--- config.mk ---
export PLATFORM = sky130hd
export DESIGN_NAME = ptl_sqrt
export DESIGN_NICKNAME = d
export VERILOG_FILES = /design/src/rtl/ptl_pkg.sv /design/src/rtl/ptl_sqrt.sv
export SDC_FILE = /design/constraint.sdc
export NUM_CORES = 1
export LEC_CHECK = 0
export BUFFER_PORTS_ARGS = -buffer_cell sky130_fd_sc_hd__buf_2
export CAP_MARGIN = 20
export CORE_MARGIN = 3
export CORE_UTILIZATION = 42
export DETAILED_ROUTE_END_ITERATION = 6
export SLEW_MARGIN = 20
export SYNTH_ARGS = -nofsm -noshare
export SYNTH_HDL_FRONTEND = slang
export SYNTH_SLANG_ARGS = --single-unit
export TNS_END_PERCENT = 10
--- constraint.sdc ---
create_clock -name clk -period 9.02 [get_ports clk]
set_clock_uncertainty 0.1 [all_clocks]
set_input_delay 1.804 -clock clk [delete_from_list [all_inputs] [get_ports clk]]
set_output_delay 1.804 -clock clk [all_outputs]
set_load 0.01 [all_outputs]
--- src/rtl/ptl_pkg.sv ---
// shared constants, types and tables for the pose-from-two-landmarks pipeline
`timescale 1ns / 1ps

package ptl_pkg;

  // configuration register indexes
  typedef enum logic [2:0] {
    REG_X_OFFSET     = 3'd0,
    REG_HALF_SPACING = 3'd1,
    REG_POS_STD      = 3'd2,
    REG_HEAD_STD     = 3'd3,
    REG_X_CLIP       = 3'd4,
    REG_Y_CLIP       = 3'd5
  } cfg_reg_t;

  // register reset values
  localparam logic [12:0] X_OFFSET_RST     = 13'd3000;
  localparam logic [11:0] HALF_SPACING_RST = 12'd700;
  localparam logic [11:0] POS_STD_RST      = 12'd100;
  localparam logic [14:0] HEAD_STD_RST     = 15'd1024;
  localparam logic [12:0] X_CLIP_RST       = 13'd3200;
  localparam logic [12:0] Y_CLIP_RST       = 13'd2200;

  // unit latencies in cycles from input register to output register
  localparam int DIV_LAT      = 15;
  localparam int SQRT_STEPS   = 16;
  localparam int SQRT_LAT     = SQRT_STEPS + 1;
  localparam int CORDIC_STEPS = 16;
  localparam int CORDIC_LAT   = CORDIC_STEPS + 1;

  // whole pipeline, acceptance to output register
  localparam int PIPE_LAT = 2 + DIV_LAT + 3 + SQRT_LAT + 1 + CORDIC_LAT + 1;
  localparam int BRG_LINE = PIPE_LAT - 1;
  localparam int VAR_LINE = PIPE_LAT - 1 - (SQRT_LAT + 3);

  // largest distance to the first landmark line that can still have a solution
  localparam logic signed [16:0] DYL_MAX = 17'sd16383;

  // side data carried beside the divider
  typedef struct packed {
    logic        own;
    logic        dneg;
    logic        nf;
    logic [27:0] r0sq;
  } side_b_t;

  // side data carried beside the position root
  typedef struct packed {
    logic               own;
    logic               nf;
    logic signed [16:0] y;
    logic signed [16:0] dyl;
  } side_e_t;

  // side data carried beside the cordic
  typedef struct packed {
    logic               nf;
    logic signed [16:0] x;
    logic signed [16:0] y;
  } side_f_t;

  // arctangent of 2^-k in binary angle units
  function automatic logic [15:0] atan_tab(input int k);
    logic [15:0] v;
    case (k)
      0:       v = 16'd8192;
      1:       v = 16'd4836;
      2:       v = 16'd2555;
      3:       v = 16'd1297;
      4:       v = 16'd651;
      5:       v = 16'd326;
      6:       v = 16'd163;
      7:       v = 16'd81;
      8:       v = 16'd41;
      9:       v = 16'd20;
      10:      v = 16'd10;
      11:      v = 16'd5;
      12:      v = 16'd3;
      13:      v = 16'd1;
      14:      v = 16'd1;
      default: v = 16'd0;
    endcase
    return v;
  endfunction

endpackage

--- src/rtl/ptl_sqrt.sv ---
// pipelined square root of a 32-bit value, rounded to nearest
`timescale 1ns / 1ps

module ptl_sqrt (
  input  logic        clk,
  input  logic        en,
  input  logic [31:0] radicand,
  output logic [16:0] root
);

  localparam int N = ptl_pkg::SQRT_STEPS;

  logic [17:0] rem_q [N];
  logic [15:0] acc_q [N];
  logic [31:0] low_q [N];

  logic [17:0] rem_in [N];
  logic [15:0] acc_in [N];
  logic [31:0] low_in [N];
  logic [19:0] cur    [N];
  logic [19:0] trial  [N];
  logic [19:0] diff   [N];
  logic        take   [N];

  // stage inputs
  always_comb begin
    rem_in[0] = '0;
    acc_in[0] = '0;
    low_in[0] = radicand;
    for (int i = 1; i < N; i++) begin
      rem_in[i] = rem_q[i-1];
      acc_in[i] = acc_q[i-1];
      low_in[i] = low_q[i-1];
    end
  end

  // one root digit per stage: bring down two bits, try 4r+1
  always_comb begin
    for (int i = 0; i < N; i++) begin
      cur[i]   = {rem_in[i], low_in[i][31:30]};
      trial[i] = {2'b00, acc_in[i], 2'b01};
      diff[i]  = cur[i] - trial[i];
      take[i]  = (cur[i] >= trial[i]);
    end
  end

  always_ff @(posedge clk) begin
    if (en) begin
      for (int i = 0; i < N; i++) begin
        rem_q[i] <= take[i] ? diff[i][17:0] : cur[i][17:0];
        acc_q[i] <= {acc_in[i][14:0], take[i]};
        low_q[i] <= {low_in[i][29:0], 2'b00};
      end
      // round up when the remainder exceeds the floor root
      root <= {1'b0, acc_q[N-1]} + 17'(rem_q[N-1] > {2'b00, acc_q[N-1]});
    end
  end

endmodule

=== Yosys cells after proc, flatten, opt, wreduce, memory -nomap -nowiden ===
Memory sizes are Yosys's and may differ from the RTL's.
Index checks and enable logic that the tools add are counted.

* Latch bits: 0
* Logic and storage cells: 56
* Flip-flop bits (word level): 17
* Memories kept: 3
* Input bits: 34
* Memory bits (writable): 1024
* Memory bits (read-only): 0

* Multiply operators: 0
* Div/mod/pow operators: 0
* Bitwise gates (word level): 0
* Order comparisons: 17
* Shifts and indexed selects: 0
* Reductions and logical operators: 0
* $add $sub $neg: 17
* Mux-type cells: 18
* Equal/unequal tests: 0

{| class="wikitable"
|+ Memory list
! name !! depth !! bits a word !! rd ports !! clocked after memory_dff !! wr ports !! RTL line !! RTL
|-
| low_q || 16 || 30 || 15 || 0 || 16 || ptl_sqrt.sv:15 || <nowiki>logic [31:0] low_q [N];</nowiki>
|-
| rem_q || 16 || 18 || 16 || 0 || 16 || ptl_sqrt.sv:13 || <nowiki>logic [17:0] rem_q [N];</nowiki>
|-
| acc_q || 16 || 16 || 16 || 0 || 16 || ptl_sqrt.sv:14 || <nowiki>logic [15:0] acc_q [N];</nowiki>
|}

{| class="wikitable"
|+ Operator list
! operator !! number
|-
| $ge A20 B18 Y1 || 15
|-
| $mux W18 || 16
|-
| $sub A18 B18 Y18 || 15
|-
| $gt A18 B16 Y1 || 1
|-
| $add A16 B1 Y17 || 1
|-
| $sub A2 B1 Y3 const B || 1
|-
| $ge A2 B1 Y1 const B || 1
|-
| $mux W1 || 2
|}

=== Depth between registers and ports, before layout ===
Gate-level depths: netlist (run 1).
An unclocked memory read counts as a cell.

* Depth after elaboration: 3
* Depth in mapped cells: 16
* Mapped depth without buffers: 15

=== Least setup slack after synthesis (run 1) ===
OpenSTA, ideal clock, no wires.

* Kind: reg2reg
* From: memory rem_q[11][0] (netlist: rem_q[1][54])
* To: memory rem_q[12][7] (netlist: rem_q[1][79]), data pin
* Setup slack: 5.997 ns
* Buffers on the path: 1
* Setup time: 0.260 ns
* Data arrival time: 2.664 ns
* Stages on the path, launching flop included: 11
* Cell sequence: edfxtp_1 -> ha_1 -> nor2b_1 -> o21ai_0 -> a21boi_0 -> or4_1 -> nand2_1 -> a21oi_1 -> nor2_2 -> buf_4 -> mux2_2

{| class="wikitable"
|+ RTL lines
! element !! RTL line
|-
| from (decl) || ptl_sqrt.sv:13
|}

==> impl_results.md, run 1 <==
* Combinational family with the most area after synthesis: simple AND/OR/NAND/NOR gates
* Element type at the critical path start: register
* Total global-route track usage at 0.141
* Number of cells traversed by the worst register-to-register path at 10
* Most common library cell in the layout ignoring fill and taps: sky130_fd_sc_hd__edfxtp_1
* Sequential element share of the synthesized area at 0.641
* Worst EP arrival at 4.13 ns
* Drt via density at 5.19
* Count of boundary I/O pins at 51
* Post-synthesis share of cell area spent on and, or, nand and nor gates at 0.0936
* Transition time of the tightest slew-check pin at 1.09 ns
* Worst Setup End Kind: register
* Detail-routed net length per standard cell at 15.8 um
* Data required time at the worst endpoint at 9.27 ns
* Post-CTS resize count at 0
* Via count of the first global-routing pass at 17800
* Proportion of power drawn by combinational gates at 0.159
* Routability-driven placement congestion ratio at 0.857
* Startpoint of the worst register-to-register path: acc_q[1][80]$_DFFE_PP_
* Total Nets Final at 2666
* Die Area at 77000 um^2
* Setup slack, reg-to-reg at 5.14 ns
* Netlist cell types at 67
* Initial Utilization at 0.429
* Unrepaired setup endpoints after global routing: false
* WHS Path Cells at 0
* Max Transition Viols Final at 0
* Complex-gate fraction of the synthesized area at 0.0898
* Residual overflow from global routing at 0
* Vias at 18000
* Share of synthesized cell area in full adder, half adder and majority cells at 0.0699
* First-pass DRT Iterations at 5
* Number of buffers on the longest clock path at 3
* H-tree depth at 3
* Mux cell area share after synthesis at 0.0158
* Routed length on met2 at 24400 um
* Share of the core filled with cells in the final layout at 0.480
* Wirelength, routed at 54600 um
* Hold-fix buffers at CTS at 0
* Pre-CTS setup slack at 4.89 ns
* Met1 wire length at 26200 um
* Ratio of final minimum period to clock period at 0.430
* Aggregate negative setup slack at 0 ns
* Clock-pin slew on the worst setup and hold paths at 0.06 ns
* Clk Tree Root Cell: sky130_fd_sc_hd__clkbuf_16
* Core outline area at 72200 um^2
* Leakage power total at 13.3 nW
* MaxCap Viol Count at 0
* Result of the run: finished, final reports clean
* Detailed Route Iter0 Violations at 1295
* CTS tree: done
* Warning count from the yosys run at 0
* Time the final worst path needs with I/O delays and setup at 3.88 ns
* CP Class: register to register
* Detail Route met3 WL at 2790 um
* Share of flip-flops with an asynchronous set or reset after synthesis at 0
* Net switching share of the total power at 0.256
* CTS Buf Count at 72
* First-pass GRT wire length at 90300 um
* Antenna-violating nets left at 0
* Number of antenna cells inserted at 0
* Maximum number of pins on one net before global-route repair at 148
* Top routing layer in use: met4
* Syn Inst Count at 2357
* Final critical-path setup slack at 5.14 ns
* Flip-flop cell with the highest count after synthesis: sky130_fd_sc_hd__edfxtp_1
* Final setup violation count at 0
* Post-layout instance count excluding filler cells at 3464
* Net Count, Synth at 2564
* Number of port buffers at 50
* Initial antenna violation count at 1
* Placed Area at 32400 um^2
* Overall power after layout at 8.19 mW
* Area of all placed cells without fillers at 34600 um^2
* Setup repair bufs after CTS at 0
* EDFF count, synth at 661
* Hpwl dp at 38800 um
* Chip Height at 278 um
* End of the worst register-to-register path: rem_q[1][118]$_DFFE_PP_
* Clock Sinks at 661
* Worst Hold Margin at 0.308 ns
* Area grow syn2layout at 11.9%
* Most used cells in the layout excluding fill and tap cells: 661 x sky130_fd_sc_hd__edfxtp_1, 209 x sky130_fd_sc_hd__inv_1, 173 x sky130_fd_sc_hd__ha_1
* Pwr Density at 236 nW/um^2
* Per-instance average area after synthesis at 13.1 um^2
* Achievable frequency at 258 MHz
* Sw Pwr at 2.10 mW
* Cell Area, Synth at 31000 um^2
* Slew HR at 0.270
* Path type of the worst min-delay path: register to register
* WHS Endpoint: low_q[0][206]$_DFFE_PP_
* Number of failing hold endpoints at the final stage at 0
* Share of cells above drive strength 1 at 0.0879
* Internal power contribution at 6.09 mW
* Die X-Extent at 278 um
* Startpoint of the most critical hold path: low_q[0][174]$_DFFE_PP_
* Number of cell rows at 98
* Critical path fanouts, max at 28
* Placed Instances at 3335
* Number of synthesized register bits at 661
* Worst supply voltage drop on vdd at 208 uV
* Post-synthesis xor/xnor area fraction at 0.0605
* Part of the power in registers at 0.495
* Later-pin clock latency in the skew report at 0.61 ns
* Residual DRC count at 0
* Clock network power share at 0.345
==> cell usage after synthesis, drive strengths merged (7+ instances only) <==
master,count,area (um^2)
a211o,7,61.3
o211ai,11,82.6
inv,209,785
a21o,41,308
nand2,130,488
o21bai,7,52.6
clkbuf,22,82.6
nand3,38,190
or3,18,113
o21ai,110,551
nor2,151,569
a21oi,148,741
a31oi,8,50.1
nor2b,29,181
ha,173,2160
nand4,27,169
or2,12,75.1
xnor2,132,1160
nor4,29,203
mux2,38,428
a31o,7,61.3
o21a,37,278
nor3,60,300
xor2,82,718
or4,15,116
nand2b,33,206
a21boi,8,60.1
buf,8,47.5
edfxtp,661,19800
and3,7,43.8
o31ai,13,97.6
==> how the worst max path moves through the flow <==
stage / end / slack [ns] / startpoint
2_1_floorplan: rem_q[1][79]$_DFFE_PP_ / 6.00 / rem_q[1][54]$_DFFE_PP_
3_3_place_gp: low_q[0][116]$_DFFE_PP_ / 4.96 / en
3_5_place_dp: low_q[0][116]$_DFFE_PP_ / 4.89 / en
4_1_cts: rem_q[1][118]$_DFFE_PP_ / 5.17 / acc_q[1][80]$_DFFE_PP_
5_1_grt: rem_q[1][118]$_DFFE_PP_ / 4.88 / acc_q[1][80]$_DFFE_PP_
6_report: rem_q[1][118]$_DFFE_PP_ / 5.14 / acc_q[1][80]$_DFFE_PP_
==> flip-flops by register name, indices dropped and copies added, names as in the netlist <==
signal  count
rem_q     268
low_q     240
root       17
acc_q     136
==> critical path, stage by stage (launching register included) <==
cell and delay (ns):
sky130_fd_sc_hd__edfxtp_1 0.39, sky130_fd_sc_hd__inv_1 0.10, sky130_fd_sc_hd__ha_1 0.27, sky130_fd_sc_hd__nor2b_1 0.16, sky130_fd_sc_hd__o31a_1 0.27, sky130_fd_sc_hd__o31a_1 0.35
sky130_fd_sc_hd__a221oi_1 0.49, sky130_fd_sc_hd__o31a_1 0.21, sky130_fd_sc_hd__and2_1 0.81, sky130_fd_sc_hd__inv_1 0.16, sky130_fd_sc_hd__mux2_2 0.31
==> layout make-up <==
class | count | area [um^2]
timing repair buffer | 58 | 333
sequential | 661 | 19800
fill | 6227 | 37600
multi-input combinational | 1457 | 10200
clock buffer | 88 | 1880
clock inverter | 41 | 393
inverter | 209 | 785
tap | 950 | 1190
==> per-layer routing <==
metal,up-vias,global-route usage
li1,8911,-
met1,8607,0.202
met2,375,0.220
met3,89,0.0249
met4,0,0.0452
met5,-,0
==> power groups by stage <==
stage	Clock, mW	Sequential, mW	Combinational, mW
global route	3.05	4.09	1.48
detailed placement	0	4.12	1.30
floorplan	0	4.03	0.981
global placement	0	4.12	1.27
CTS	2.92	4.06	1.31
finish	2.83	4.06	1.30
==> logic make-up (layout without fill, tap and decap cells) <==
kind of cell               after synthesis  in the layout
AOI/OAI and AO/OA                      445            445
xor gates and xnor gates               214            214
adders and majority gates              173            173
buffers and inverters                  239            396
DFF                                    661            661
muxes                                   44             44
other                                    1              1
and+or+nand+nor                        580            580
(Power assumes the default switching activity.)
==> run 2: changes to the inputs <==
==> constraint.sdc (replaced) <==
create_clock -name clk -period 3.2 [get_ports clk]
set_clock_uncertainty 0.1 [all_clocks]
set_input_delay 0.64 -clock clk [delete_from_list [all_inputs] [get_ports clk]]
set_output_delay 0.64 -clock clk [all_outputs]
set_load 0.01 [all_outputs]
==> impl_results.md, run 2 (same netlist as run 1, synthesis figures left out) <==
* Result of the run: finished, final reports clean
* Ratio of final minimum period to clock period at 0.960
* Share of cells above drive strength 1 at 0.109
* Final setup violation count at 0
* MaxCap Viol Count at 0
* H-tree depth at 3
* Clk Tree Root Cell: sky130_fd_sc_hd__clkbuf_16
* Sequential cell area at 19800 um^2
* Net switching share of the total power at 0.258
* Detail-routed net length per standard cell at 16.2 um
* Number of antenna cells inserted at 0
* Initial antenna violation count at 0
* Delay of the slowest cell on the worst path at 0.35 ns
* Clock-pin slew on the worst setup and hold paths at 0.06 ns
* Largest delay share family, worst path: compound AO/OA/AOI/OAI gates
* Routability-driven placement congestion ratio at 0.845
* Sw Pwr at 6.11 mW
* Residual DRC count at 0
* Area grow syn2layout at 14.0%
* Wirelength, routed at 56700 um
* Later-pin clock latency in the skew report at 0.63 ns
* Final critical-path setup slack at 0.128 ns
* Number of port buffers at 50
* Critical path fanouts, max at 17
* Core outline area at 72200 um^2
* CTS tree: done
* Unrepaired setup endpoints after global routing: true
* Worst Setup End Kind: register
* Clock network power share at 0.356
* Area occupied by multi-input gates at 10300 um^2
* Fillers at 6243
* Initial Utilization at 0.429
* Part of the power in registers at 0.483
* Count of boundary I/O pins at 51
* CTS Buf Count at 74
* Buffers & Inverters on Critical Path at 2
* Vias at 18100
* Number of flip-flops in the largest register at 268
* Via count of the first global-routing pass at 17900
* Chip Height at 278 um
* Most common library cell in the layout ignoring fill and taps: sky130_fd_sc_hd__edfxtp_1
* Max Transition Viols Final at 0
* Time the final worst path needs with I/O delays and setup at 3.07 ns
* Internal power contribution at 17.6 mW
* First-pass GRT wire length at 93300 um
* Transition time of the tightest slew-check pin at 0.660 ns
* First-pass DRT Iterations at 5
* Number of cell rows at 98
* Data required time at the worst endpoint at 3.45 ns
* Proportion of power drawn by combinational gates at 0.161
* CP Class: register to register
* Residual overflow from global routing at 0
* Overall power after layout at 23.7 mW
* Critical path cell sequence: inv_1, ha_1, nor2b_1, o31a_1, o31a_1, a221oi_2, o31a_1, and2_4, buf_12, mux2_2
* Element type at the critical path start: register
* Path type of the worst min-delay path: primary input to register
* Total global-route track usage at 0.147
* Hpwl dp at 40700 um
* Number of failing hold endpoints at the final stage at 0
* Biggest register: rem_q
* Leakage power total at 13.7 nW
* Slew HR at 0.555
* Drt via density at 5.16
* Pre-CTS setup slack at 0.0419 ns
* Pwr Density at 671 nW/um^2
* Slowest CP cell: sky130_fd_sc_hd__edfxtp_1
* Detailed Route Iter0 Violations at 1229
* Maximum number of pins on one net before global-route repair at 92
* Worst EP arrival at 3.33 ns
* Largest registers: rem_q x268, low_q x240, acc_q x136
* Die Area at 77000 um^2
* Clock Sinks at 661
* Worst supply voltage drop on vdd at 419 uV
* Most used cells in the layout excluding fill and tap cells: 661 x sky130_fd_sc_hd__edfxtp_1, 209 x sky130_fd_sc_hd__inv_1, 173 x sky130_fd_sc_hd__ha_1
* Crit path top cell by count: sky130_fd_sc_hd__o31a_1
* Achievable frequency at 326 MHz
* Total Nets Final at 2709
* Hold-fix buffers at CTS at 0
* Die X-Extent at 278 um
* Number of buffers on the longest clock path at 3
* Antenna-violating nets left at 0
## run 2: cell type report
| cell class | instances | share of cell area |
|---|---|---|
| Clock buffer | 90 | 0.0542 |
| Clock inverter | 46 | 0.0147 |
| Inverter | 209 | 0.0222 |
| Multi-Input combinational cell | 1457 | 0.291 |
| Sequential cell | 661 | 0.562 |
| Tap cell | 950 | 0.0337 |
| Timing Repair Buffer | 99 | 0.0217 |
## run 2: worst paths after layout
| path | startpoint | to | slack, ns | cells past startpoint |
|---|---|---|---|---|
| hold / removal | radicand[27] | low_q[0][27]$_DFFE_PP_ | 0.09 | 1 |
| hold reg to reg | low_q[1][48]$_DFFE_PP_ | low_q[1][80]$_DFFE_PP_ | 0.30 | 0 |
| setup / recovery | acc_q[1][80]$_DFFE_PP_ | rem_q[1][113]$_DFFE_PP_ | 0.13 | 10 |
| setup reg to reg | acc_q[1][80]$_DFFE_PP_ | rem_q[1][113]$_DFFE_PP_ | 0.13 | 10 |
## run 2: metrics by stage
stage	area, um^2	TNS, ns	hold slack, ns	utilization	instances
CTS	35200	0	0.0401	0.488	3510
floorplan	31000	0	0.300	-	2357
global placement	32800	0	0.301	0.454	3374
detailed placement	32800	0	0.305	0.454	3374
global route	35300	-0.298	0.0592	0.489	3512
finish	35300	0	0.0917	0.489	3512
## run 2: repair_timing
item                                    CTS  global route
endpoints found under the setup margin    0            37
gates resized for setup                   0            15
setup buffers                             0             2
## run 2: power groups by stage
stage / logic [mW] / registers (mW) / clock network (mW)
2_1_floorplan: 2.76 / 11.4 / 0
3_3_place_gp: 3.69 / 11.6 / 0
3_5_place_dp: 3.77 / 11.6 / 0
4_1_cts: 3.80 / 11.5 / 8.71
5_1_grt: 4.32 / 11.5 / 9.05
6_report: 3.82 / 11.4 / 8.42
## run 2: metal layers
layer	wire length, um	global-route usage	vias up	share of wire
met3	2430	0.0223	89	0.043
li1	-	-	9023	-
met2	26200	0.235	332	0.46
met5	0	0	-	0
met4	1190	0.0452	0	0.021
met1	26900	0.208	8672	0.47
==> run 3: changes to the inputs <==
--- a/config.mk
+++ b/config.mk
@@ -5,11 +5,11 @@
 export SDC_FILE = /design/constraint.sdc
 export NUM_CORES = 1
 export LEC_CHECK = 0
-export BUFFER_PORTS_ARGS = -buffer_cell sky130_fd_sc_hd__buf_2
 export CAP_MARGIN = 20
 export CORE_MARGIN = 3
 export CORE_UTILIZATION = 42
 export DETAILED_ROUTE_END_ITERATION = 6
+export DONT_BUFFER_PORTS = 1
 export SLEW_MARGIN = 20
 export SYNTH_ARGS = -nofsm -noshare
 export SYNTH_HDL_FRONTEND = slang
==> impl_results.md, run 3 (same netlist as run 1, synthesis figures left out) <==
* Result of the run: finished, final reports clean
* Antenna-violating nets left at 0
* Element type at the critical path start: register
* Area grow syn2layout at 14.2%
* Die Area at 77000 um^2
* Later-pin clock latency in the skew report at 0.61 ns
* Area of all placed cells without fillers at 35400 um^2
* Initial Utilization at 0.429
* Internal power contribution at 17.6 mW
* Net switching share of the total power at 0.257
* MaxCap Viol Count at 0
* Clock-pin slew on the worst setup and hold paths at 0.06 ns
* Residual overflow from global routing at 0
* Biggest register: rem_q
* Buffers & Inverters on Critical Path at 0
* Total Nets Final at 2695
* Maximum number of pins on one net before global-route repair at 662
* Overall power after layout at 23.7 mW
* Total global-route track usage at 0.144
* Chip Height at 278 um
* Clock network power share at 0.357
* Slew HR at 0.363
* CP Class: register to register
* Worst EP arrival at 3.27 ns
* Critical path fanouts, max at 4
* Slowest CP cell: sky130_fd_sc_hd__or4_1
* Worst supply voltage drop on vdd at 517 uV
* Largest registers: rem_q x268, low_q x240, acc_q x136
* Routability-driven placement congestion ratio at 0.845
* Part of the power in registers at 0.485
* Number of failing hold endpoints at the final stage at 0
* Sw Pwr at 6.10 mW
* Number of buffers on the longest clock path at 3
* Vias at 18100
* Via count of the first global-routing pass at 18000
* Ratio of final minimum period to clock period at 0.955
* CTS tree: done
* Aggregate negative setup slack at 0 ns
* Largest delay share family, worst path: simple AND/OR/NAND/NOR gates
* Number of antenna cells inserted at 0
* Number of port buffers at 0
* Leakage power total at 13.6 nW
* Die X-Extent at 278 um
* First-pass GRT wire length at 91500 um
* Unrepaired setup endpoints after global routing: false
* Most common library cell in the layout ignoring fill and taps: sky130_fd_sc_hd__edfxtp_1
* Drt via density at 5.20
* Clk Tree Root Cell: sky130_fd_sc_hd__clkbuf_16
* Worst Hold Margin at 0.0757 ns
* Core outline area at 72200 um^2
* Placed Area at 32400 um^2
* Number of cell rows at 98
* Residual DRC count at 0
* Clock Sinks at 661
* Detailed Route Iter0 Violations at 1257
* Detail-routed net length per standard cell at 16.0 um
* Critical path cell sequence: ha_1, nor2b_1, o21ai_0, nand2b_1, a211oi_1, a21oi_1, or4_1, nor4_1, xor2_1
* Initial antenna violation count at 0
* Proportion of power drawn by combinational gates at 0.159
* First-pass DRT Iterations at 5
* Most used cells in the layout excluding fill and tap cells: 661 x sky130_fd_sc_hd__edfxtp_1, 209 x sky130_fd_sc_hd__inv_1, 173 x sky130_fd_sc_hd__ha_1
* Number of flip-flops in the largest register at 268
* Time the final worst path needs with I/O delays and setup at 3.05 ns
* CTS Buf Count at 76
* Max Transition Viols Final at 0
* Count of boundary I/O pins at 51
* Delay of the slowest cell on the worst path at 0.47 ns
* Final setup violation count at 0
* Achievable frequency at 327 MHz
* Wirelength, routed at 55800 um
* Transition time of the tightest slew-check pin at 0.956 ns
* Data required time at the worst endpoint at 3.42 ns
* Path type of the worst min-delay path: primary input to register
* Worst Setup End Kind: register
* Share of cells above drive strength 1 at 0.0885
* Pwr Density at 670 nW/um^2
* Hpwl dp at 38500 um
* H-tree depth at 3
==> run 3: path summary, 6_finish.rpt <==
kind / from / slack (ns) / end / cells past startpoint
setup reg to reg: rem_q[1][18]$_DFFE_PP_ / 0.15 / rem_q[1][52]$_DFFE_PP_ / 9
hold reg to reg: low_q[0][141]$_DFFE_PP_ / 0.31 / low_q[0][173]$_DFFE_PP_ / 0
hold / removal: en / 0.08 / low_q[0][97]$_DFFE_PP_ / 0
setup / recovery: rem_q[1][18]$_DFFE_PP_ / 0.15 / rem_q[1][52]$_DFFE_PP_ / 9
==> run 3: per-layer routing <==
metal	vias to the layer above	GRT usage	wire length, um
met3	122	0.0300	2760
li1	8971	-	-
met1	8675	0.203	26600
met5	-	0	0
met2	381	0.222	24700
met4	0	0.0525	1790
==> run 3: final cells by class <==
| class | instances | area [um^2] |
|---|---|---|
| inverter | 209 | 785 |
| timing repair buffer | 83 | 803 |
| multi-input combinational | 1457 | 10300 |
| clock inverter | 42 | 522 |
| clock buffer | 90 | 1950 |
| sequential | 661 | 19800 |
| fill | 6141 | 36800 |
| tap | 950 | 1190 |
==> run 3: worst register-to-register path, stage by stage, from the launching register on <==
cell and delay [ns]:
sky130_fd_sc_hd__edfxtp_1 0.40, sky130_fd_sc_hd__ha_1 0.41, sky130_fd_sc_hd__nor2b_1 0.17, sky130_fd_sc_hd__o21ai_0 0.18, sky130_fd_sc_hd__nand2b_1 0.22, sky130_fd_sc_hd__a211oi_1 0.28, sky130_fd_sc_hd__a21oi_1 0.13, sky130_fd_sc_hd__or4_1 0.47
sky130_fd_sc_hd__nor4_1 0.30, sky130_fd_sc_hd__xor2_1 0.10
==> run 3: power by group through the flow <==
stage / sequential (mW) / combinational (mW) / clock, mW
6_report: 11.5 / 3.76 / 8.46
4_1_cts: 11.5 / 3.60 / 8.74
3_3_place_gp: 11.6 / 3.48 / 0
2_1_floorplan: 11.4 / 2.76 / 0
3_5_place_dp: 11.7 / 3.55 / 0
5_1_grt: 11.6 / 4.24 / 9.10
==> run 3: through the flow <==
stage	setup slack, ns	std cells	util
2_1_floorplan	0.177	2357	-
3_3_place_gp	0.0930	3323	0.449
3_5_place_dp	0.0540	3323	0.449
4_1_cts	0.0387	3485	0.487
5_1_grt	0.00293	3492	0.490
6_report	0.145	3492	0.490
==> run 3: what timing repair did <==
| action | CTS | global route |
|---|---|---|
| buffers inserted | 0 | 1 |
| hold endpoints to repair | 30 | 5 |
| hold buffers | 30 | 3 |
| setup endpoints to repair | 0 | 39 |
| gates resized for setup | 0 | 17 |
